[config.mk]
export PLATFORM = sky130hd
export DESIGN_NAME = pgif_merge
export DESIGN_NICKNAME = d
export VERILOG_FILES = /design/src/rtl/core/pgif_pkg.sv /design/src/rtl/core/pgif_merge.sv
export SDC_FILE = /design/constraint.sdc
export NUM_CORES = 1
export LEC_CHECK = 0
export BUFFER_PORTS_ARGS = -buffer_cell sky130_fd_sc_hd__buf_2
export CORE_UTILIZATION = 56
export CTS_BUF_LIST = sky130_fd_sc_hd__clkbuf_4
export DETAILED_ROUTE_END_ITERATION = 6
export PLACE_DENSITY = 0.8
export SETUP_SLACK_MARGIN = 0.02
export SLEW_MARGIN = 40
export SYNTH_ARGS = -nofsm -noshare
export SYNTH_HDL_FRONTEND = slang
export SYNTH_SLANG_ARGS = --single-unit
[constraint.sdc]
create_clock -name aclk -period 3.75 [get_ports aclk]
set_clock_uncertainty 0.1 [all_clocks]
set_input_delay 0.75 -clock aclk [delete_from_list [all_inputs] [get_ports aclk]]
set_output_delay 0.75 -clock aclk [all_outputs]
set_load 0.02 [all_outputs]
[src/rtl/core/pgif_pkg.sv]
`timescale 1ns / 1ps

package pgif_pkg;

    localparam int WIN_SIDE   = 3;
    localparam int WIN_N      = WIN_SIDE * WIN_SIDE;
    localparam int CENTRE     = WIN_N / 2;
    localparam int PIX_W      = 24;
    localparam int DIST_W     = 13;
    localparam int SUM_W      = 17;
    localparam int SQ_W       = 18;
    localparam int RAD_W      = 2 * DIST_W;
    localparam int REM_W      = DIST_W + 3;
    localparam int ROOT_STEPS = DIST_W;
    localparam int IDX_W      = 4;
    localparam int CNT_W      = 4;
    localparam int THR_W      = 13;

    localparam logic [THR_W-1:0] THR_RESET = 13'd720;

    typedef logic [PIX_W-1:0]  pix_t;
    typedef logic [DIST_W-1:0] dist_t;
    typedef logic [SUM_W-1:0]  sum_t;

    localparam dist_t DIST_MAX = '1;

    typedef struct packed {
        pix_t win_p0;
        pix_t win_p1;
        pix_t win_p2;
        pix_t win_p3;
        pix_t win_p4;
        pix_t win_p5;
        pix_t win_p6;
        pix_t win_p7;
        pix_t win_p8;
    } in_word_t;

    typedef struct packed {
        pix_t filtered_pixel;
        logic replaced;
    } out_word_t;

    typedef struct packed {
        logic clr;
        logic load;
        logic step;
        logic acc;
        logic centre;
    } lane_ctl_t;

    typedef struct packed {
        logic step;
        logic first;
    } merge_ctl_t;

    typedef enum logic [5:0] {
        ST_IDLE  = 6'b000001,
        ST_LOAD  = 6'b000010,
        ST_ROOT  = 6'b000100,
        ST_ACC   = 6'b001000,
        ST_MERGE = 6'b010000,
        ST_DONE  = 6'b100000
    } state_t;

endpackage

[src/rtl/core/pgif_merge.sv]
`timescale 1ns / 1ps

module pgif_merge (
    input  logic                         aclk,
    input  logic                         aresetn,
    input  pgif_pkg::merge_ctl_t         ctl,
    input  logic [pgif_pkg::IDX_W-1:0]   lane_idx,
    input  pgif_pkg::dist_t              lane_dist,
    input  pgif_pkg::sum_t               lane_sum,
    input  logic [pgif_pkg::THR_W-1:0]   threshold,
    output logic                         impulse,
    output logic [pgif_pkg::IDX_W-1:0]   best_idx
);

    pgif_pkg::dist_t               m0_reg, m0_next, m1_reg, m1_next, m2_reg, m2_next;
    pgif_pkg::sum_t                best_sum_reg, best_sum_next;
    logic [pgif_pkg::IDX_W-1:0]    best_idx_reg, best_idx_next;

    always_comb begin
        m0_next       = m0_reg;
        m1_next       = m1_reg;
        m2_next       = m2_reg;
        best_sum_next = best_sum_reg;
        best_idx_next = best_idx_reg;
        if (ctl.step) begin
            if (ctl.first) begin
                m0_next       = lane_dist;
                m1_next       = pgif_pkg::DIST_MAX;
                m2_next       = pgif_pkg::DIST_MAX;
                best_sum_next = lane_sum;
                best_idx_next = lane_idx;
            end else begin
                priority if (lane_dist < m0_reg) begin
                    m0_next = lane_dist;
                    m1_next = m0_reg;
                    m2_next = m1_reg;
                end else if (lane_dist < m1_reg) begin
                    m1_next = lane_dist;
                    m2_next = m1_reg;
                end else if (lane_dist < m2_reg) begin
                    m2_next = lane_dist;
                end else begin
                    m2_next = m2_reg;
                end
                if (lane_sum < best_sum_reg) begin
                    best_sum_next = lane_sum;
                    best_idx_next = lane_idx;
                end
            end
        end
    end

    always_ff @(posedge aclk) begin
        if (!aresetn) begin
            m0_reg       <= pgif_pkg::DIST_MAX;
            m1_reg       <= pgif_pkg::DIST_MAX;
            m2_reg       <= pgif_pkg::DIST_MAX;
            best_sum_reg <= '0;
            best_idx_reg <= '0;
        end else begin
            m0_reg       <= m0_next;
            m1_reg       <= m1_next;
            m2_reg       <= m2_next;
            best_sum_reg <= best_sum_next;
            best_idx_reg <= best_idx_next;
        end
    end

    assign impulse  = ((m1_reg - m0_reg) > threshold) || ((m2_reg - m1_reg) > threshold);
    assign best_idx = best_idx_reg;

`ifndef ASSERT_OFF
    a_sorted: assert property (@(posedge aclk) disable iff (!aresetn)
        (m0_reg <= m1_reg) && (m1_reg <= m2_reg))
        else $error("smallest distances out of order");
`endif

endmodule
=== After elaboration in Yosys (flattened, before gate mapping) ===
Index checks and enable logic that the tools add are counted.

* Add/subtract/negate cells: 2
* Order comparisons: 6
* Multiplexer cells: 13
* Reduce and logical (&&, ||, !) cells: 9

{| class="wikitable"
|+ Operator list
! cell !! count
|-
| two-way mux 13 bit || 9
|-
| less-than comparator 13 bit || 3
|-
| two-way mux 17 bit || 2
|-
| greater-than comparator 13 bit || 2
|-
| subtractor 13 bit || 2
|-
| less-than comparator 17 bit || 1
|-
| two-way mux 4 bit || 2
|-
| AND reduction 2 bit || 4
|-
| nonzero test 2 bit || 2
|-
| nonzero test 4 bit || 1
|-
| nonzero test 3 bit || 1
|-
| logical OR 1 bit || 1
|}

* Register bits after elaboration: 60
* Input bits: 51
* Output and inout bits: 5
* Word-level logic and storage cells: 35

=== Depth between registers and ports, before layout ===
Gate-level depths: netlist of the first run.

* Word-level depth: 5
* Gate-level depth with buffers: 15
* Mapped depth without buffers: 15

=== Least setup slack after synthesis of the first run ===
OpenSTA, ideal clock, no wires.

* Path type: register to output
* Start point: register m0_reg[2]
* End point: output port impulse
* Arrival time: 3.225 ns
* Data required time: 2.900 ns
* Path slack: -0.325 ns
* Stages on the path, launching flop included: 15
* Path buffers: 0
* Path through: dfxtp_1 inv_1 ha_1 nor2b_1 o31a_1 o211ai_1 a21oi_1 a2111oi_0 a21oi_1 xnor2_1 ha_1 nand4_1 nor4_1 a21oi_1 a22o_1

* Word-level cells in the longest chain between the ends: 3

{| class="wikitable"
|+ Ends and longest elaborated chain
! element !! RTL line !! RTL
|-
| start: declaration || pgif_merge.sv:15 || <nowiki>pgif_pkg::dist_t m0_reg, m0_next, m1_reg, m1_next, m2_reg, m2_next;</nowiki>
|-
| start signal: assignment || pgif_merge.sv:55 || <nowiki>m0_reg <= pgif_pkg::DIST_MAX;</nowiki>
|-
| start signal: assignment || pgif_merge.sv:61 || <nowiki>m0_reg <= m0_next;</nowiki>
|-
| subtractor 13 bit || pgif_merge.sv:69 || <nowiki>assign impulse = ((m1_reg - m0_reg) > threshold) || ((m2_reg - m1_reg) > threshold);</nowiki>
|-
| greater-than comparator 13 bit || pgif_merge.sv:69 ||
|-
| logical OR 1 bit || pgif_merge.sv:69 ||
|-
| end: declaration || pgif_merge.sv:11 || <nowiki>output logic impulse,</nowiki>
|}

Every way passes these cells.

=== Worst setup path in the final report of the first run ===
* Start point: register m1_reg[2]
* End point: output port impulse

* Word-level cells in the longest chain between the ends: 3

{| class="wikitable"
|+ Ends and longest elaborated chain
! element !! RTL line !! RTL
|-
| start: declaration || pgif_merge.sv:15 ||
|-
| start signal: assignment || pgif_merge.sv:56 || <nowiki>m1_reg <= pgif_pkg::DIST_MAX;</nowiki>
|-
| start signal: assignment || pgif_merge.sv:62 || <nowiki>m1_reg <= m1_next;</nowiki>
|-
| subtractor 13 bit || pgif_merge.sv:69 ||
|-
| greater-than comparator 13 bit || pgif_merge.sv:69 ||
|-
| logical OR 1 bit * || pgif_merge.sv:69 ||
|}

Mark *: on every way between the ends. The rest lies on a longest branch, timed or not.

==> results of run 1 <==
==> power by group <==
part	internal [uW]	switching, uW	total [uW]
Sequential	674	19.9	694
Clock	273	263	536
Combinational	433	503	936
==> metal layers <==
layer / vias up / track usage / wire (um)
li1: 2506 / - / -
met1: 2400 / 0.364 / 5920
met2: 205 / 0.543 / 6960
met3: 44 / 0.0454 / 879
met4: 0 / 0.129 / 526
met5: - / 0 / 0
==> layout make-up <==
type / instances / area (um^2)
fill: 712 / 2690
clock buffer: 9 / 67.6
tap: 108 / 135
sequential: 60 / 1200
clock inverter: 7 / 97.6
inverter: 73 / 274
multi-input combinational: 478 / 3720
timing repair buffer: 112 / 703
==> worst max-delay path, cell delays in order, from the launching register on <==
cell       delay, ns
dfxtp_2         0.37
inv_1           0.06
ha_1            0.30
nor2b_1         0.15
o31a_1          0.25
o211ai_1        0.21
buf_4           0.17
a21oi_2         0.06
a2111oi_4       0.32
xnor2_1         0.17
ha_1            0.26
a21o_1          0.16
a21o_1          0.18
a21oi_2         0.17
o211ai_1        0.11
a22o_1          0.21
buf_2           0.16
==> how the worst max path moves through the flow <==
stage / cells after the start / endpoint / slack (ns) / from
2_1_floorplan: 15 / impulse / -0.06 / m1_reg[0]
3_3_place_gp: 15 / impulse / -0.32 / m1_reg[2]
3_5_place_dp: 16 / impulse / -0.39 / m2_reg[0]
4_1_cts: 16 / impulse / -0.84 / m1_reg[0]
5_1_grt: 16 / impulse / -1.02 / m1_reg[2]
6_report: 16 / impulse / -0.85 / m1_reg[2]
==> what timing repair did <==
item / CTS / global route
setup endpoints to repair: 1 / 1
pin swaps: 0 / 4
gates resized for setup: 1 / 12
buffers inserted: 0 / 1
==> Yosys cell counts (2+ instances only) <==
cell / number
o211ai_1: 19
o2111a_1: 2
a2111oi_0: 4
and4_1: 2
a31oi_1: 14
or3_1: 5
fa_1: 2
o31a_1: 2
nor2_1: 45
xor2_1: 3
a221oi_1: 13
nand3_1: 34
xnor2_1: 18
nand4_1: 4
nand2b_1: 9
and3_1: 4
mux2i_1: 13
clkbuf_1: 14
a21oi_1: 35
inv_1: 72
nor2b_1: 8
o21ai_0: 18
o21a_1: 12
dfxtp_1: 60
nor3_1: 18
a21o_1: 18
a211oi_1: 4
buf_2: 8
nand2_1: 37
ha_1: 102
nor4_1: 3
o31ai_1: 16
==> cells in the final DEF (no fill, tap or decap), drive strengths merged, types with 12 or more instances in the layout <==
cell    count
a31oi      14
o21a       12
ha        102
a221oi     14
o211ai     19
nand2      37
o31ai      17
mux2i      13
dfxtp      60
inv        74
nand3      34
nor2       45
buf       112
xnor2      18
a21oi      36
nor3       18
a21o       18
o21ai      18
==> cell families (layout without fill, tap and decap cells) <==
logic type	count (synthesis)	in the layout
AND/OR/NAND/NOR	172	172
AO/OA/AOI/OAI	168	168
adder cells (fa/ha/maj)	104	104
buffers and inverters	97	201
flip-flops	60	60
XOR/XNOR	21	21
multiplexers	13	13
==> metrics by stage <==
step                instances  power [uW]   util  cell area, um^2
global placement          830        1550  0.673             5980
floorplan                 635        1310      -             5250
detailed placement        830        1610  0.673             5980
CTS                       846        2140  0.692             6150
finish                    847        2170  0.698             6200
global route              847        2310  0.698             6200
==> impl_results.rst, run 1 <==
.. list-table::
   :header-rows: 1

   * - Metric
     - Value
   * - Kind of critical path
     - flop to output port
   * - Detailed Route Iter0 Violations
     - 315
   * - Slew headroom
     - 0.540
   * - Worst reg-to-reg path cell count
     - 9
   * - Type of origin of the critical path
     - flop
   * - Final hold violation count
     - 0
   * - Dominant combinational cell family by area after synthesis
     - adder cells
   * - Portion of the clock cycle consumed by the worst path in the final layout
     - 1.23
   * - Top post-synthesis cells by area
     - ha_1 (24%), dfxtp_1 (23%), inv_1 (5.2%), a21oi_1 (3.4%), nand3_1 (3.3%)
   * - Post-detailed-placement half-perimeter wirelength
     - approximately 11000 um
   * - Overall routed net length
     - 14300 um
   * - Sequential-to-total area share from yosys stat
     - 0.230
   * - Via count of the first global-routing pass
     - 5054
   * - Number of flip-flops under the largest register name
     - 17
   * - Number of warnings printed during yosys synthesis
     - 0
   * - Worst R2R Start
     - m2_reg[1]
   * - Starting density of the core
     - 0.587
   * - TritonCTS clock tree
     - yes
   * - Worst reg2reg path endpoint
     - m2_reg[11]
   * - Die H
     - 98.6 um
   * - Row count
     - 34
   * - Power density relative to cell area
     - ~350 nW/um^2
   * - Post-synthesis cell type count
     - roughly 50
   * - Drt pass-1 iters
     - 7
   * - Number of setup violations in the final report
     - 1
   * - Worst hold slack after final layout
     - 0.364 ns
   * - Post-synthesis area per instance
     - 8.22 um^2
   * - Endpoint kind of the worst setup timing path
     - output port
   * - Final count of pins violating max slew
     - 0
   * - Number of nets at the end of the flow
     - approximately 900
   * - Worst skew pair latency
     - 0.43 ns
   * - Total number of H-tree levels
     - 3
   * - Total via count in the routed design
     - approximately 5200
   * - Number of stages on the worst hold path
     - 2
   * - Routability congestion estimate from global placement
     - 0.923
   * - Number of sinks handled by clock tree synthesis
     - 60
   * - EDFF count, synth
     - 0
   * - Share of the synthesized area in the top cell type
     - 0.244
   * - Hold_buf cts
     - 0
   * - Crit path max fanout
     - 3
   * - Fraction of synthesized area in multiplexers
     - 0.0249
   * - Buffer cell driving the clock tree root
     - clkbuf_4
   * - XOR/XNOR share of the synthesized area
     - 0.0352
   * - Detail Route Antenna Nets
     - 0
   * - Post-Place Worst Slack
     - -0.387 ns
   * - Wire length of the first global-routing pass
     - 23500 um
   * - Critical path required time
     - 2.90 ns
   * - Status
     - complete, but fails checks
   * - Final Critical Period
     - 4.60 ns
   * - Fraction of registers with async set or reset after synthesis
     - 0
   * - Max capacitance violation total
     - 0
   * - Standard cell core area
     - 8890 um^2
   * - Post-Syn Area
     - 5220 um^2
   * - N_diodes
     - 0
   * - Number of remaining DRC errors
     - 2
   * - Flops & latches, synth
     - 60
   * - Syn nets
     - 790
   * - Failing checks
     - DRC, setup timing
   * - Pin count of the biggest net entering global routing
     - 43
   * - Number of antenna violations at the first check in global routing
     - 0
   * - Tightest Pin Transition
     - 0.688 ns
   * - Leak pwr
     - 0.00321 uW
   * - Via density per instance
     - between 6 and 7
   * - DIE WIDTH
     - 98.6 um
   * - Port Buf Inserts
     - 55
   * - Cell count after synthesis
     - 635
   * - End point of the worst hold path
     - best_idx[0]
   * - Unrepaired setup endpoints after global routing
     - yes
   * - Worst EP arrival
     - 3.75 ns
   * - Post-synthesis compound-gate area fraction
     - 0.229
   * - Synth Flop Type
     - dfxtp_1
   * - Library cell occupying the most area in the post-synthesis netlist
     - ha_1
   * - Simple-Gate Fraction of Synth Area
     - 0.156
   * - Reg-to-reg setup timing slack
     - 0.49 ns
   * - DR WL/cell
     - ~17 um
   * - Fraction of layout cells with a size suffix above 1
     - 0.203
   * - Clock-pin slew on the worst setup and hold paths
     - 0.12 ns
   * - Total Neg Setup Slack
     - -0.845 ns
   * - GRT Overall Usage
     - 0.304
   * - Total Die Area
     - 9720 um^2
   * - Critical hold path startpoint
     - best_idx[0]
   * - Global route overflow
     - 0
   * - Worst hold-check path type
     - flop to flop
   * - Fmax
     - roughly 220 MHz
   * - Num ports
     - 56
   * - Synth Area in Adders
     - 0.252
   * - Total CTS buffers
     - 9
   * - Clk buf depth
     - 2
   * - Area delta synth->final
     - 18.8%
   * - Worst-case vdd ir drop
     - around 0.27 mV
   * - Worst Setup Slack, final
     - -0.845 ns
(Power assumes the default switching activity.)
==> run 2, diff against run 1 <==
==> constraint.sdc (replaced) <==
create_clock -name aclk -period 3.75 [get_ports aclk]
set_clock_uncertainty 0.1 [all_clocks]
set_input_delay 0.1875 -clock aclk [delete_from_list [all_inputs] [get_ports aclk]]
set_output_delay 0.1875 -clock aclk [all_outputs]
set_load 0.02 [all_outputs]
==> run 2 against run 1 <==
  * The flow finishes with violations (setup timing)
  * Die area unchanged
  * Sequential share of layout area increased by 0.23 points
  * First-iteration DRC count shrank 27%
  * Fmax is 12% higher
  * Worst hold slack worse by 0.34 ns
  * Final area down 0.34%
  * Critical path type unchanged
  * Largest power group unchanged
==> impl_results.rst, run 2 (synthesized netlist as in run 1, its figures left out) <==
.. list-table::
   :header-rows: 1

   * - Metric
     - Value
   * - Status
     - complete, but fails checks
   * - Failing checks
     - setup timing
   * - Detail Route Antenna Nets
     - 0
   * - Portion of the clock cycle consumed by the worst path in the final layout
     - 1.09
   * - Total via count in the routed design
     - 5048
   * - Number of setup violations in the final report
     - 1
   * - Fraction of layout cells with a size suffix above 1
     - 0.171
   * - Number of antenna violations at the first check in global routing
     - 0
   * - Die H
     - 98.6 um
   * - Leak pwr
     - 0.00314 uW
   * - Type of origin of the critical path
     - flop
   * - Via density per instance
     - around 6.1
   * - Pin count of the biggest net entering global routing
     - 40
   * - Final count of pins violating max slew
     - 0
   * - Tightest Pin Transition
     - 0.762 ns
   * - Worst reg2reg path endpoint
     - m2_reg[1]
   * - Via count of the first global-routing pass
     - between 5000 and 6000
   * - Number of sinks handled by clock tree synthesis
     - 60
   * - Critical hold path startpoint
     - lane_dist[11]
   * - Fmax
     - about 240 MHz
   * - Worst skew pair latency
     - 0.40 ns
   * - Total CTS buffers
     - 9
   * - Worst Setup Slack, final
     - -0.340 ns
   * - Overall routed net length
     - between 10000 and 15000 um
   * - GRT Overall Usage
     - 0.283
   * - N_diodes
     - 0
   * - End point of the worst hold path
     - m0_reg[11]
   * - Endpoint kind of the worst setup timing path
     - output port
   * - Clock-pin slew on the worst setup and hold paths
     - roughly 0.12 ns
   * - Worst hold-check path type
     - input port to flop
   * - DIE WIDTH
     - ~100 um
   * - Starting density of the core
     - 0.587
   * - Standard cell core area
     - between 8000 and 9000 um^2
   * - Routability congestion estimate from global placement
     - ~0.88
   * - Total non-filler cell area in the finished layout
     - ~6200 um^2
   * - Reg-to-reg setup timing slack
     - 0.70 ns
   * - Drt pass-1 iters
     - 7
   * - Total power draw
     - 2050 uW
   * - Buffer cell driving the clock tree root
     - clkbuf_4
   * - Worst-case vdd ir drop
     - about 0.19 mV
   * - Top library cells by usage in the layout, fill and taps aside
     - ha_1 (98), inv_1 (67), buf_2 (54)
   * - Post-detailed-placement half-perimeter wirelength
     - around 10000 um
   * - Port Buf Inserts
     - 55
   * - Utilization of the core after routing
     - 0.695
   * - Num ports
     - 56
   * - Number of nets at the end of the flow
     - 877
   * - Total Neg Setup Slack
     - -0.340 ns
   * - Critical path required time
     - 3.46 ns
   * - Detailed Route Iter0 Violations
     - 230
   * - Fillers
     - 690
   * - Final hold violation count
     - 0
   * - Instance area after placement
     - 5610 um^2
   * - Area delta synth->final
     - 18.4%
   * - Most frequent standard cell in the layout excluding fill and tap cells
     - ha_1
   * - Wire length of the first global-routing pass
     - 22300 um
   * - Number of flip-flops under the largest register name
     - 17
   * - Total Die Area
     - approximately 10000 um^2
   * - Power density relative to cell area
     - 331 nW/um^2
   * - Total number of H-tree levels
     - 3
   * - Crit path max fanout
     - 5
   * - Worst EP arrival
     - 3.80 ns
   * - Final Critical Period
     - 4.09 ns
   * - Unrepaired setup endpoints after global routing
     - yes
   * - Row count
     - 34
   * - Kind of critical path
     - flop to output port
   * - Worst reg-to-reg path cell count
     - 8
   * - Number of stages on the worst hold path
     - 3
   * - Worst R2R Start
     - m2_reg[1]
   * - Max capacitance violation total
     - 0
   * - Slew headroom
     - 0.491
   * - TritonCTS clock tree
     - yes
   * - Global route overflow
     - 0
   * - DR WL/cell
     - 15.9 um
   * - Number of remaining DRC errors
     - 0
   * - Clk buf depth
     - 2
run 2: worst max path at each step:
stage / end / cells after the start / slack [ns] / from
global route: impulse / 17 / -0.57 / m1_reg[0]
global placement: impulse / 16 / 0.06 / m1_reg[2]
floorplan: impulse / 14 / 0.24 / m0_reg[2]
CTS: impulse / 16 / -0.28 / m1_reg[2]
detailed placement: impulse / 16 / -0.04 / m1_reg[2]
finish: impulse / 16 / -0.34 / m1_reg[3]
run 2: area by class of cell:
class,instances,area (um^2),share of cell area
Sequential cell,60,1210,0.196
Inverter,73,274,0.0443
Multi-Input combinational cell,478,3750,0.606
Tap cell,108,135,0.0219
Clock buffer,9,67.6,0.0109
Timing Repair Buffer,100,689,0.111
Clock inverter,6,56.3,0.00911
run 2: metrics by stage:
step | setup WS (ns) | hold slack [ns] | cells
floorplan | 0.238 | 0.218 | 635
global placement | 0.0563 | 0.302 | 785
detailed placement | -0.0425 | 0.312 | 785
CTS | -0.278 | 0.00100 | 831
global route | -0.575 | 0.0116 | 834
finish | -0.340 | 0.0235 | 834
run 2: power breakdown:
part | switching, uW | internal [uW] | leakage, uW | total, uW
Sequential | 22.9 | 674 | 0.000490 | 697
Combinational | 481 | 433 | 0.00258 | 914
Clock | 244 | 194 | 0.0000690 | 438
Total | 747 | 1300 | 0.00314 | 2050
run 2: layer usage:
layer,global-route usage,routed length (um),up-vias
met5,0,0,-
met2,0.505,6550,176
met4,0.124,425,0
li1,-,-,2479
met3,0.0362,681,41
met1,0.342,5640,2352
run 2: what timing repair did:
item	CTS	global route
setup buffers	9	2
endpoints found under the setup margin	1	1
pin swaps	23	9
endpoints found under the hold margin	22	1
hold buffers	22	1
resized for setup	32	4
run 2: worst max-delay path, cell delays in order, from the launching register on:
cell and delay (ns):
dfxtp_2 0.37, inv_1 0.06, ha_1 0.36, o21a_1 0.22, o31a_1 0.13, o211ai_1 0.26, a21oi_1 0.12, a2111oi_1 0.33
buf_4 0.19, a21oi_1 0.08, xnor2_1 0.13, ha_1 0.31, nand4_1 0.17, nor4_1 0.26, a21oi_1 0.07, a22o_1 0.21
buf_6 0.13
