## src/rtl/core/pgif_pkg.sv

```systemverilog
`timescale 1ns / 1ps

package pgif_pkg;

    localparam int WIN_SIDE   = 3;
    localparam int WIN_N      = WIN_SIDE * WIN_SIDE;
    localparam int CENTRE     = WIN_N / 2;
    localparam int PIX_W      = 24;
    localparam int DIST_W     = 13;
    localparam int SUM_W      = 17;
    localparam int SQ_W       = 18;
    localparam int RAD_W      = 2 * DIST_W;
    localparam int REM_W      = DIST_W + 3;
    localparam int ROOT_STEPS = DIST_W;
    localparam int IDX_W      = 4;
    localparam int CNT_W      = 4;
    localparam int THR_W      = 13;

    localparam logic [THR_W-1:0] THR_RESET = 13'd720;

    typedef logic [PIX_W-1:0]  pix_t;
    typedef logic [DIST_W-1:0] dist_t;
    typedef logic [SUM_W-1:0]  sum_t;

    localparam dist_t DIST_MAX = '1;

    typedef struct packed {
        pix_t win_p0;
        pix_t win_p1;
        pix_t win_p2;
        pix_t win_p3;
        pix_t win_p4;
        pix_t win_p5;
        pix_t win_p6;
        pix_t win_p7;
        pix_t win_p8;
    } in_word_t;

    typedef struct packed {
        pix_t filtered_pixel;
        logic replaced;
    } out_word_t;

    typedef struct packed {
        logic clr;
        logic load;
        logic step;
        logic acc;
        logic centre;
    } lane_ctl_t;

    typedef struct packed {
        logic step;
        logic first;
    } merge_ctl_t;

    typedef enum logic [5:0] {
        ST_IDLE  = 6'b000001,
        ST_LOAD  = 6'b000010,
        ST_ROOT  = 6'b000100,
        ST_ACC   = 6'b001000,
        ST_MERGE = 6'b010000,
        ST_DONE  = 6'b100000
    } state_t;

endpackage

```

## src/rtl/core/pgif_lane.sv

```systemverilog
`timescale 1ns / 1ps

module pgif_lane (
    input  logic                 aclk,
    input  pgif_pkg::lane_ctl_t  ctl,
    input  pgif_pkg::pix_t       own_pix,
    input  pgif_pkg::pix_t       ref_pix,
    output pgif_pkg::sum_t       pix_sum,
    output pgif_pkg::dist_t      centre_dist
);

    logic [7:0]                     dr, dg, db;
    logic [15:0]                    sr, sg, sb;
    logic [pgif_pkg::SQ_W-1:0]      sq;
    logic [pgif_pkg::RAD_W-1:0]     rad_reg, rad_next;
    logic [pgif_pkg::REM_W-1:0]     rem_reg, rem_next, rem_sh, trial;
    pgif_pkg::dist_t                root_reg, root_next;
    pgif_pkg::sum_t                 sum_reg, sum_next;
    pgif_pkg::dist_t                cdist_reg, cdist_next;

    always_comb begin
        dr = (own_pix[23:16] > ref_pix[23:16]) ? own_pix[23:16] - ref_pix[23:16]
                                               : ref_pix[23:16] - own_pix[23:16];
        dg = (own_pix[15:8] > ref_pix[15:8]) ? own_pix[15:8] - ref_pix[15:8]
                                             : ref_pix[15:8] - own_pix[15:8];
        db = (own_pix[7:0] > ref_pix[7:0]) ? own_pix[7:0] - ref_pix[7:0]
                                           : ref_pix[7:0] - own_pix[7:0];
        sr = dr * dr;
        sg = dg * dg;
        sb = db * db;
        sq = {2'b00, sr} + {2'b00, sg} + {2'b00, sb};

        rem_sh = {rem_reg[pgif_pkg::REM_W-3:0], rad_reg[pgif_pkg::RAD_W-1 -: 2]};
        trial  = {1'b0, root_reg, 2'b01};

        rad_next   = rad_reg;
        rem_next   = rem_reg;
        root_next  = root_reg;
        sum_next   = sum_reg;
        cdist_next = cdist_reg;

        if (ctl.load) begin
            rad_next  = {sq, 8'd0};
            rem_next  = '0;
            root_next = '0;
        end else if (ctl.step) begin
            rad_next = {rad_reg[pgif_pkg::RAD_W-3:0], 2'b00};
            if (rem_sh >= trial) begin
                rem_next  = rem_sh - trial;
                root_next = {root_reg[pgif_pkg::DIST_W-2:0], 1'b1};
            end else begin
                rem_next  = rem_sh;
                root_next = {root_reg[pgif_pkg::DIST_W-2:0], 1'b0};
            end
        end
        if (ctl.clr) begin
            sum_next = '0;
        end else if (ctl.acc) begin
            sum_next = sum_reg + {{(pgif_pkg::SUM_W-pgif_pkg::DIST_W){1'b0}}, root_reg};
            if (ctl.centre) begin
                cdist_next = root_reg;
            end
        end
    end

    always_ff @(posedge aclk) begin
        rad_reg   <= rad_next;
        rem_reg   <= rem_next;
        root_reg  <= root_next;
        sum_reg   <= sum_next;
        cdist_reg <= cdist_next;
    end

    assign pix_sum     = sum_reg;
    assign centre_dist = cdist_reg;

endmodule

```

## config.mk

```make
export PLATFORM = sky130hd
export DESIGN_NAME = pgif_lane
export DESIGN_NICKNAME = d
export VERILOG_FILES = /design/src/rtl/core/pgif_pkg.sv /design/src/rtl/core/pgif_lane.sv
export SDC_FILE = /design/constraint.sdc
export NUM_CORES = 1
export LEC_CHECK = 0
export BUFFER_PORTS_ARGS = -buffer_cell sky130_fd_sc_hd__buf_4
export CAP_MARGIN = 20
export CORE_MARGIN = 2
export CORE_UTILIZATION = 36
export CTS_CLUSTER_SIZE = 8
export DETAILED_ROUTE_END_ITERATION = 8
export MAX_ROUTING_LAYER = met4
export PLACE_DENSITY = 0.6
export RECOVER_POWER = 100
export SLEW_MARGIN = 20
export SYNTH_ARGS = -nofsm -noshare
export SYNTH_HDL_FRONTEND = slang
export SYNTH_SLANG_ARGS = --single-unit
```

## constraint.sdc

```tcl
create_clock -name aclk -period 13 [get_ports aclk]
set_input_delay 2.6 -clock aclk [delete_from_list [all_inputs] [get_ports aclk]]
set_output_delay 2.6 -clock aclk [all_outputs]
set_load 0.1 [all_outputs]
```

# [Word-level counts from Yosys, hierarchy flattened]
# Cells that the tools add are included.
[classes] n_addsub=10 n_mul=3 n_div=0 order_cmp=4 n_eq_ne=0 shifts=0 mux=7 bitwise_logic=1 reduce_logical=2
[ops] operator="$mux 26" count=2
[ops] operator="$mul 8x8->16" count=3
[ops] operator="$sub 8x8->8" count=6
[ops] operator="$gt 8x8->1" count=3
[ops] operator="$mux 8" count=3
[ops] operator="$add 17x16->18" count=1
[ops] operator="$add 16x16->17" count=1
[ops] operator="$add 17x13->17" count=1
[ops] operator="$ge 16x15->1" count=1
[ops] operator="$mux 14" count=1
[ops] operator="$sub 14x14->14" count=1
[ops] operator="$reduce_and 3->1" count=1
[ops] operator="$reduce_bool 2->1" count=1
[ops] operator="$mux 1" count=1
[ops] operator="$not 1->1" count=1
[word_totals] regBits=75 latchBits=0 ramBits=0 romBits=0 inputBits=54 wordCells=32 memories=0

# [Depth between registers and ports, before layout]
# Gate-level depths: netlist of run 1.
[depth] ltp_word=6 mapped_depth=34

# [Worst setup path before layout of run 1]
# No wires, ideal clock.
[synth_timing] kind="input to register" from="in own_pix[16]" to="reg rad_reg[23] (netlist name) (data pin)" setup_time_ns=0.260 t_arrival_ns=10.126 path_slack_ns=2.614 cell_stages=31 n_path_buf=1 path_cell_list="inv_1 -> ha_1 -> inv_1 -> fa_1 -> a21o_1 -> a221oi_2 -> a211oi_2 -> buf_4 -> mux2i_1 -> xnor2_1 -> or2_1 -> inv_1 -> fa_1 -> inv_1 -> fa_1 -> fa_1 -> inv_1 -> fa_1 -> inv_1 -> fa_1 -> fa_1 -> inv_1 -> fa_1 -> ha_1 -> nor2b_1 -> o21ai_0 -> o21ai_0 -> o31ai_1 -> o21bai_1 -> xnor2_1 -> mux2_2"
[synth_between] elab_chain_cells=6
[synth_lines] item="start: declaration" line_no="pgif_lane.sv:6" text="input pgif_pkg::pix_t own_pix,"
[synth_lines] item="$sub 8x8->8, or another cell as far along" line_no="pgif_lane.sv:23" text=": ref_pix[23:16] - own_pix[23:16];"
[synth_lines] item="$mux 8 (*)" line_no="pgif_lane.sv:22" text="dr = (own_pix[23:16] > ref_pix[23:16]) ? own_pix[23:16] - ref_pix[23:16]"
[synth_lines] item="$mul 8x8->16 (*)" line_no="pgif_lane.sv:28" text="sr = dr * dr;"
[synth_lines] item="$add 16x16->17 (*)" line_no="pgif_lane.sv:31" text="sq = {2'b00, sr} + {2'b00, sg} + {2'b00, sb};"
[synth_lines] item="$add 17x16->18 (*)" line_no="pgif_lane.sv:31"
[synth_lines] item="$mux 26 (*)" line_no="pgif_lane.sv:42" text="if (ctl.load) begin"
[synth_lines] item="named net rad_next (one bit)" line_no="pgif_lane.sv:15" text="logic [pgif_pkg::RAD_W-1:0] rad_reg, rad_next;"
[synth_lines] item="end signal: assignment" line_no="pgif_lane.sv:67" text="rad_reg <= rad_next;"
[synth_lines] item="end: declaration" line_no="pgif_lane.sv:15"
# The timed path passes the listed nets; every way through them passes the cells marked *.
# A chain may end at the register's enable or synchronous reset.

# [Final worst setup path of run 1]
[layout_timing] from="in own_pix[20]" to="reg rad_reg[24] (netlist name) (data pin)"
# Same word-level chain as after synthesis.

==> results of run 1 <==
==> worst paths after layout <==
path / from / to / slack (ps) / cells past startpoint
setup / recovery: own_pix[20] / rad_reg[24] / 1530 / 28
hold / removal: pix_sum[4] / pix_sum[4] / 500 / 2
setup reg to reg: root_reg[3] / rem_reg[1] / 10060 / 10
hold reg to reg: pix_sum[4] / pix_sum[4] / 500 / 2
==> final cells by class <==
| class | count | area, um^2 |
|---|---|---|
| Sequential cell | 75 | 1810 |
| Tap cell | 402 | 503 |
| Timing Repair Buffer | 90 | 541 |
| Clock inverter | 3 | 21.3 |
| Clock buffer | 13 | 272 |
| Multi-Input combinational cell | 891 | 8580 |
| Inverter | 287 | 1080 |
| Fill cell | 3220 | 18900 |
==> cells in the mapped netlist (all sizes together) (13+ instances only) <==
cell type  count
clkbuf        17
nor2         128
nand2b        23
edfxtp        31
o21ai         32
nand4         13
a21oi         59
inv          287
mux2i         40
buf           14
fa           139
a21o          28
mux2          16
dfxtp         44
ha           153
a211oi        20
xor2          23
nand2         43
xnor2         32
nor2b         15
==> metal layers <==
metal | part of all wire (%) | vias to the layer above | track usage, %
li1 | - | 4306 | -
met1 | 48 | 4055 | 19.9
met2 | 49 | 97 | 26.1
met3 | 2.2 | 18 | 1.62
met4 | 0.95 | 0 | 2.66
met5 | 0 | - | -
==> logic make-up (layout without fill, tap and decap cells) <==
family / after synthesis / after routing
multiplexers: 56 / 56
XOR/XNOR: 55 / 55
AND/OR/NAND/NOR: 275 / 275
buffers and inverters: 318 / 393
adder cells (fa/ha/maj): 292 / 292
AO/OA/AOI/OAI: 213 / 213
flip-flops: 75 / 75
==> through the flow <==
step / instance area (um^2) / utilization (%) / worst slack [ps] / hold WS, ps
after global placement: 12700 / 39.9 / 1750 / 489
after floorplan: 11600 / - / 2610 / 455
final: 12800 / 40.4 / 1530 / 497
after CTS: 13000 / 40.8 / 1940 / 505
after detailed placement: 12700 / 39.9 / 1580 / 494
after global routing: 12800 / 40.4 / 650 / 531
==> worst max-delay path, stage by stage <==
cell	delay (ps)
sky130_fd_sc_hd__clkbuf_1	100
sky130_fd_sc_hd__inv_1	50
sky130_fd_sc_hd__ha_1	470
sky130_fd_sc_hd__and3_1	250
sky130_fd_sc_hd__a221oi_1	130
sky130_fd_sc_hd__a211oi_1	1210
sky130_fd_sc_hd__a21oi_1	190
sky130_fd_sc_hd__xnor2_1	860
sky130_fd_sc_hd__nor2_1	170
sky130_fd_sc_hd__fa_1	520
sky130_fd_sc_hd__fa_1	540
sky130_fd_sc_hd__inv_1	50
sky130_fd_sc_hd__fa_1	460
sky130_fd_sc_hd__fa_1	510
sky130_fd_sc_hd__inv_1	50
sky130_fd_sc_hd__fa_1	470
sky130_fd_sc_hd__inv_1	50
sky130_fd_sc_hd__fa_1	500
sky130_fd_sc_hd__fa_1	550
sky130_fd_sc_hd__inv_1	40
sky130_fd_sc_hd__ha_1	310
sky130_fd_sc_hd__o21ai_0	110
sky130_fd_sc_hd__o21a_1	200
sky130_fd_sc_hd__o31ai_1	460
sky130_fd_sc_hd__a221o_1	230
sky130_fd_sc_hd__a21oi_1	70
sky130_fd_sc_hd__xnor2_1	120
sky130_fd_sc_hd__mux2_2	260
==> results.md, run 1 <==
- The run finished, with violations left.
- The final reports fail on capacitance limit, slew limit.
- Once layout is complete, the cells apart from fillers number 1761.
- The multiplexer share of the synthesized area is 5.03%.
- For this run, the top clock speed supported by timing is 87.2 MHz.
- Data on the critical path is required at its endpoint by about 13000 ps.
- During synthesis, Yosys emitted a total of 0 warnings.
- Of the post-synthesis cell area, the dominant cell type holds 23.9%.
- The critical path start-end classification is input port to register.
- The post-synthesis compound-gate area fraction is 12.7%.
- The synthesized netlist devotes 4.53% of its cell area to XOR and XNOR gates.
- Counting flops with a built-in enable in the synthesized netlist gives 31.
- The floorplan has 65 rows.
- The post-cts sizing count is 0.
- Summed over all layers, the global routing overflow is 0.
- The max-capacitance violation count is 2.
- The flip-flop and latch count after synthesis is 75.
- The library cells used most frequently in the layout, excluding fill and tap cells, are sky130_fd_sc_hd__inv_1 (284), sky130_fd_sc_hd__ha_1 (153), sky130_fd_sc_hd__fa_1 (139).
- For this block, the initial DRC count from the detailed router was 276.
- The gate count of the mapped netlist is around 1300.
- At the end of routability-driven placement, the weighted congestion stood at between 0.8 and 0.9.
- The half-perimeter wire length after detailed placement is about 20000 um.
- Clock tree synthesis inserted a total of 9 buffers.
- Post-CTS timing repair inserted 0 buffers for setup.
- The number of routed nets with antenna violations is 0.
- In the final layout, the share of cells above drive strength 1 is under 10%.
- Setup violations remaining at the end of the flow were counted as 0.
- The cell sitting at the root of the clock tree is a sky130_fd_sc_hd__clkbuf_16.
- After detailed routing, the total wire length is 23700 um.
- Global routing consumed, over all layers together, 15.3% of the routing resources.
- After Yosys synthesis, full adders, half adders and majority gates account for between 40% and 50% of the synthesized area.
- The number of global-route vias before repair is 8662.
- The number of nets in the layout is 1700.
- STA classifies the critical path startpoint as an input port.
- For this run, the register share of the synthesized area comes to roughly 16%.
- The number of buffers inserted by hold repair at cts is 0.
- The library cell used most frequently in the layout, excluding fill and tap cells, is sky130_fd_sc_hd__inv_1.
- Setup repair after global routing left no endpoint under its margin.
- The overall die area is 33700 um^2.
- Measured against its own limit, the worst slew margin works out to -37.9%.
- The die extent in x is 184 um.
- In this run, placement finished with an instance count of between 1500 and 2000.
- After layout, the minimum clock period comes to approximately 11000 ps.
- The floorplan die height is around 180 um.
- The clock latency on the worst-skew pair is approximately 340 ps.
- The count of port buffers added during placement is 83.
- TritonCTS built the clock tree.
- The data arrival at the endpoint of the critical path is 11550 ps.
- The number of diodes is 0.
- The area growth from synthesis to layout is 10.2%.
- Detailed routing inserted a total of 8476 vias.
- The netlist uses 73 different library cells.
- The final worst-path cycle share is approximately 88%.
- The number of antenna violations at the first check in global routing is 0.
- The main combinational cell family by area after synthesis is adder cells.
- The area of the core region is 31700 um^2.
- The simple-gate area share of the yosys netlist is 11.3%.
- The final hold violation count came to 0.
- The setup clock skew after layout is 7.57 ps.
- After detailed routing, the average wire length per cell comes to 13.4 um.
- The synthesized area per cell is 9.05 um^2.
- The number of H-tree levels is 3.
- Among all flip-flop cells after synthesis, the most frequent one is sky130_fd_sc_hd__dfxtp_1.
- The endpoint type of the worst setup path is a register.
- Synthesis produced a netlist with a net count of 1630.
- The per-cell via count in the routed design is between 4 and 5.
- The total negative slack is 0 ps.
- The clock passes through at most 2 buffers.
- Entering global routing, the biggest net connects 55 pins.
- The number of flip-flops in the largest register is 18.
- For the pin with the worst max-slew slack, the measured transition is 2070 ps.
- The DRC violations left is 0.
- Ranked by total cell area, the synthesized netlist is headed by sky130_fd_sc_hd__fa_1 (24%), sky130_fd_sc_hd__ha_1 (16%), sky130_fd_sc_hd__inv_1 (9.2%), sky130_fd_sc_hd__edfxtp_1 (8.0%), sky130_fd_sc_hd__dfxtp_1 (7.6%).
- Pin placement for this block handled 84 I/O pins.
- The first detailed-routing pass ran for 4 iterations.
- The number of sinks on the clock net is 75.
- The async set-reset flop share out of synthesis is 0%.
- The clock-pin transition on the worst setup and hold timing paths is about 60 ps.
- The netlist area before placement is 11600 um^2.
- The final count of pins violating max slew was 58.
- The cell taking the most area after synthesis is sky130_fd_sc_hd__fa_1.
- Of all nets on the critical path, the largest fanout is 12.
- The first global-routing pass estimated approximately 41000 um of wire.
- The initial utilization of the core area, before any placement, comes to 36.7%.
- The path class of the tightest hold or removal check is register to register.
Power of run 1 is not shown: default switching activity piles up to over one toggle a cycle in this logic, so the estimate is an artifact.
==> inputs of run 2 (changes only) <==
==> constraint.sdc (replaced) <==
create_clock -name aclk -period 13 [get_ports aclk]
set_input_delay 1.95 -clock aclk [delete_from_list [all_inputs] [get_ports aclk]]
set_output_delay 1.95 -clock aclk [all_outputs]
set_load 0.1 [all_outputs]
==> run 2 against run 1 <==
Net effect:
- the flow still finishes with violations (capacitance limit, slew limit)
- hold slack improved by 0.74 ps
- via count rose by 0.88%
- global-route usage fell by 0.055 points
- critical path type unchanged
- highest routed layer unchanged
==> results.md, run 2 (synthesis gave the netlist of run 1 again) <==
- The flow ran to the end, but the final reports show violations.
- The final reports fail on capacitance limit, slew limit.
- The data required time of the critical path is about 13000 ps.
- The final critical path time including I/O delays and setup is 10910 ps.
- The post-cts sizing count is 0.
- The clock latency on the worst-skew pair is 340 ps.
- The source of the critical timing path is own_pix[20].
- The floorplan die height is around 180 um.
- The H-tree was split into 3 levels.
- Detailed placement ended at an HPWL of 20000 um.
- The number of buffers and inverters on the critical path is 6.
- The number of global-route vias before repair came to 8630.
- The maximum operating frequency is just over 90 MHz.
- For this design, the CTS-stage hold fixing added 0 buffers.
- The number of flip-flops in the largest register is 18.
- The most frequent standard cell in the layout excluding fill and tap cells is sky130_fd_sc_hd__inv_1.
- The final worst-path cycle share is 83.9%.
- For this block, the via count after detailed routing is 8551.
- The number of buffers inserted during clock tree synthesis is 9.
- At the pin with the least slew margin, the transition time is about 2100 ps.
- The number of placement rows is 65.
- The die covers around 34000 um^2.
- The DRC violations left is 0.
- STA puts the critical path data arrival time at between 10000 and 15000 ps.
- Relative to the synthesized area, the layout overhead comes to 10.1%.
- Port buffering added 83 buffers.
- No sink is reached through more buffers than the 2 on the longest clock path.
- The area of the core region is 31700 um^2.
- The worst setup path is captured at a register.
- The maximum cell stage delay along the critical path is 1210 ps.
- The iteration-0 DRC count of the detailed router is 342.
- Of all nets on the critical path, the largest fanout is 12.
- The critical path start-end classification is input port to register.
- The initial core utilization is 36.7%.
- The final layout contains 1699 nets.
- The global route total overflow is 0.
- The wire length of the first global-routing pass is 41200 um.
- Setup repair after global routing left no endpoint under its margin.
- For the final database, setup skew stands at about 5.7 ps.
- Setup violations remaining at the end of the flow were counted as 0.
- The layout cell share with drive strength beyond 1 is 8.17%.
- The worst min-delay path class is register to register.
- After detailed routing, the total wire length is between 20000 and 25000 um.
- The die extent in x is 184 um.
- The number of diodes is 0.
- The worst slew margin relative to its limit is -38.9%.
- Entering global routing, the biggest net connects 55 pins.
- The first detailed-routing pass ran for 5 iterations.
- The overall track demand over capacity in global routing is 15.3%.
- Pin placement for this block handled 84 I/O pins.
- The number of routed nets with antenna violations is 0.
- Adding up every negative setup slack in the final design gives 0 ps.
- The total setup buffers inserted after CTS is 0.
- After detailed routing, the average wire length per cell comes to 13.5 um.
- In the layout the commonest cells are sky130_fd_sc_hd__inv_1 (284), sky130_fd_sc_hd__ha_1 (153), sky130_fd_sc_hd__fa_1 (139).
- In this run the critical register-to-register path is launched from root_reg[3].
- The worst hold path begins at rem_reg[4].
- After detailed placement, the total cell area comes to between 10000 and 15000 um^2.
- The routability congestion estimate from global placement is around 0.88.
- The number of antenna violations at the first check in global routing is 0.
- The TritonCTS clock tree is yes.
- The tree built by TritonCTS fans out to 75 sinks.
- The max-capacitance violation count is 2.
- The most numerous cell type found on the critical path is sky130_fd_sc_hd__fa_1.
- The kind of cell with the highest combined delay along the critical path is adder cells.
- The final hold violation count was 0.
- The launching element type of the critical path is an input port.
- The clock-pin transition on the worst setup and hold timing paths is 60 ps.
- In this run the clock root is driven by a sky130_fd_sc_hd__clkbuf_16.
- The final count of pins violating max slew is 58.
- Dividing the detail-routed via count by the number of cells gives 4.86.
- The finished cells cover 12800 um^2.
- The cell with the biggest individual delay on the critical path is sky130_fd_sc_hd__a211oi_1.
## run 2: cell count changes in the layout (fill, tap and decap cells not counted)
cell and delta:
sky130_fd_sc_hd__a2bb2oi_2 -1, sky130_fd_sc_hd__clkbuf_8 -1, sky130_fd_sc_hd__clkinv_4 +1, sky130_fd_sc_hd__clkinvlp_4 -1, sky130_fd_sc_hd__and2_0 +1, sky130_fd_sc_hd__and2_1 -1, sky130_fd_sc_hd__inv_4 +1, sky130_fd_sc_hd__clkinv_2 +1
sky130_fd_sc_hd__clkbuf_4 +1, sky130_fd_sc_hd__a2bb2oi_1 +1, sky130_fd_sc_hd__clkbuf_1 -3
## run 2: final cells by class
cell class	count	area (um^2)
Tap cell	402	503
Clock buffer	11	254
Multi-Input combinational cell	891	8580
Sequential cell	75	1810
Clock inverter	5	33.8
Inverter	287	1080
Timing Repair Buffer	89	541
Fill cell	3193	18900
## run 2: tightest hold or removal path: cells and delay by family (launching register included)
kind               cells  cell delay (ps)
AOI/OAI and AO/OA      1               70
and+or+nand+nor        1               60
DFF                    1              320
## run 2: worst paths after layout
| kind | endpoint | slack (ps) | depth (start not counted) |
|---|---|---|---|
| worst max-delay path | rad_reg[23] | 2090 | 28 |
| worst min-delay path | rem_reg[6] | 500 | 2 |
| worst max register to register | rem_reg[1] | 10040 | 10 |
| worst min register to register | rem_reg[6] | 500 | 2 |
## run 2: stage by stage
step | worst slack, ps | hold slack (ps) | instances | utilization (%)
final | 2090 | 498 | 1760 | 40.3
after global routing | 1400 | 539 | 1760 | 40.3
after CTS | 2500 | 504 | 1760 | 40.8
after detailed placement | 2150 | 493 | 1744 | 39.9
after global placement | 2400 | 489 | 1744 | 39.9
after floorplan | 3260 | 455 | 1284 | -
## run 2: per-layer routing
metal / GRT usage [%] / wire [um] / up-vias
met2: 25.6 / 11400 / 111
met5: - / 0 / -
met1: 19.9 / 11400 / 4102
met4: 3.26 / 410 / 0
li1: - / - / 4311
met3: 1.82 / 610 / 27
Power of run 2 is left out for the same reason.
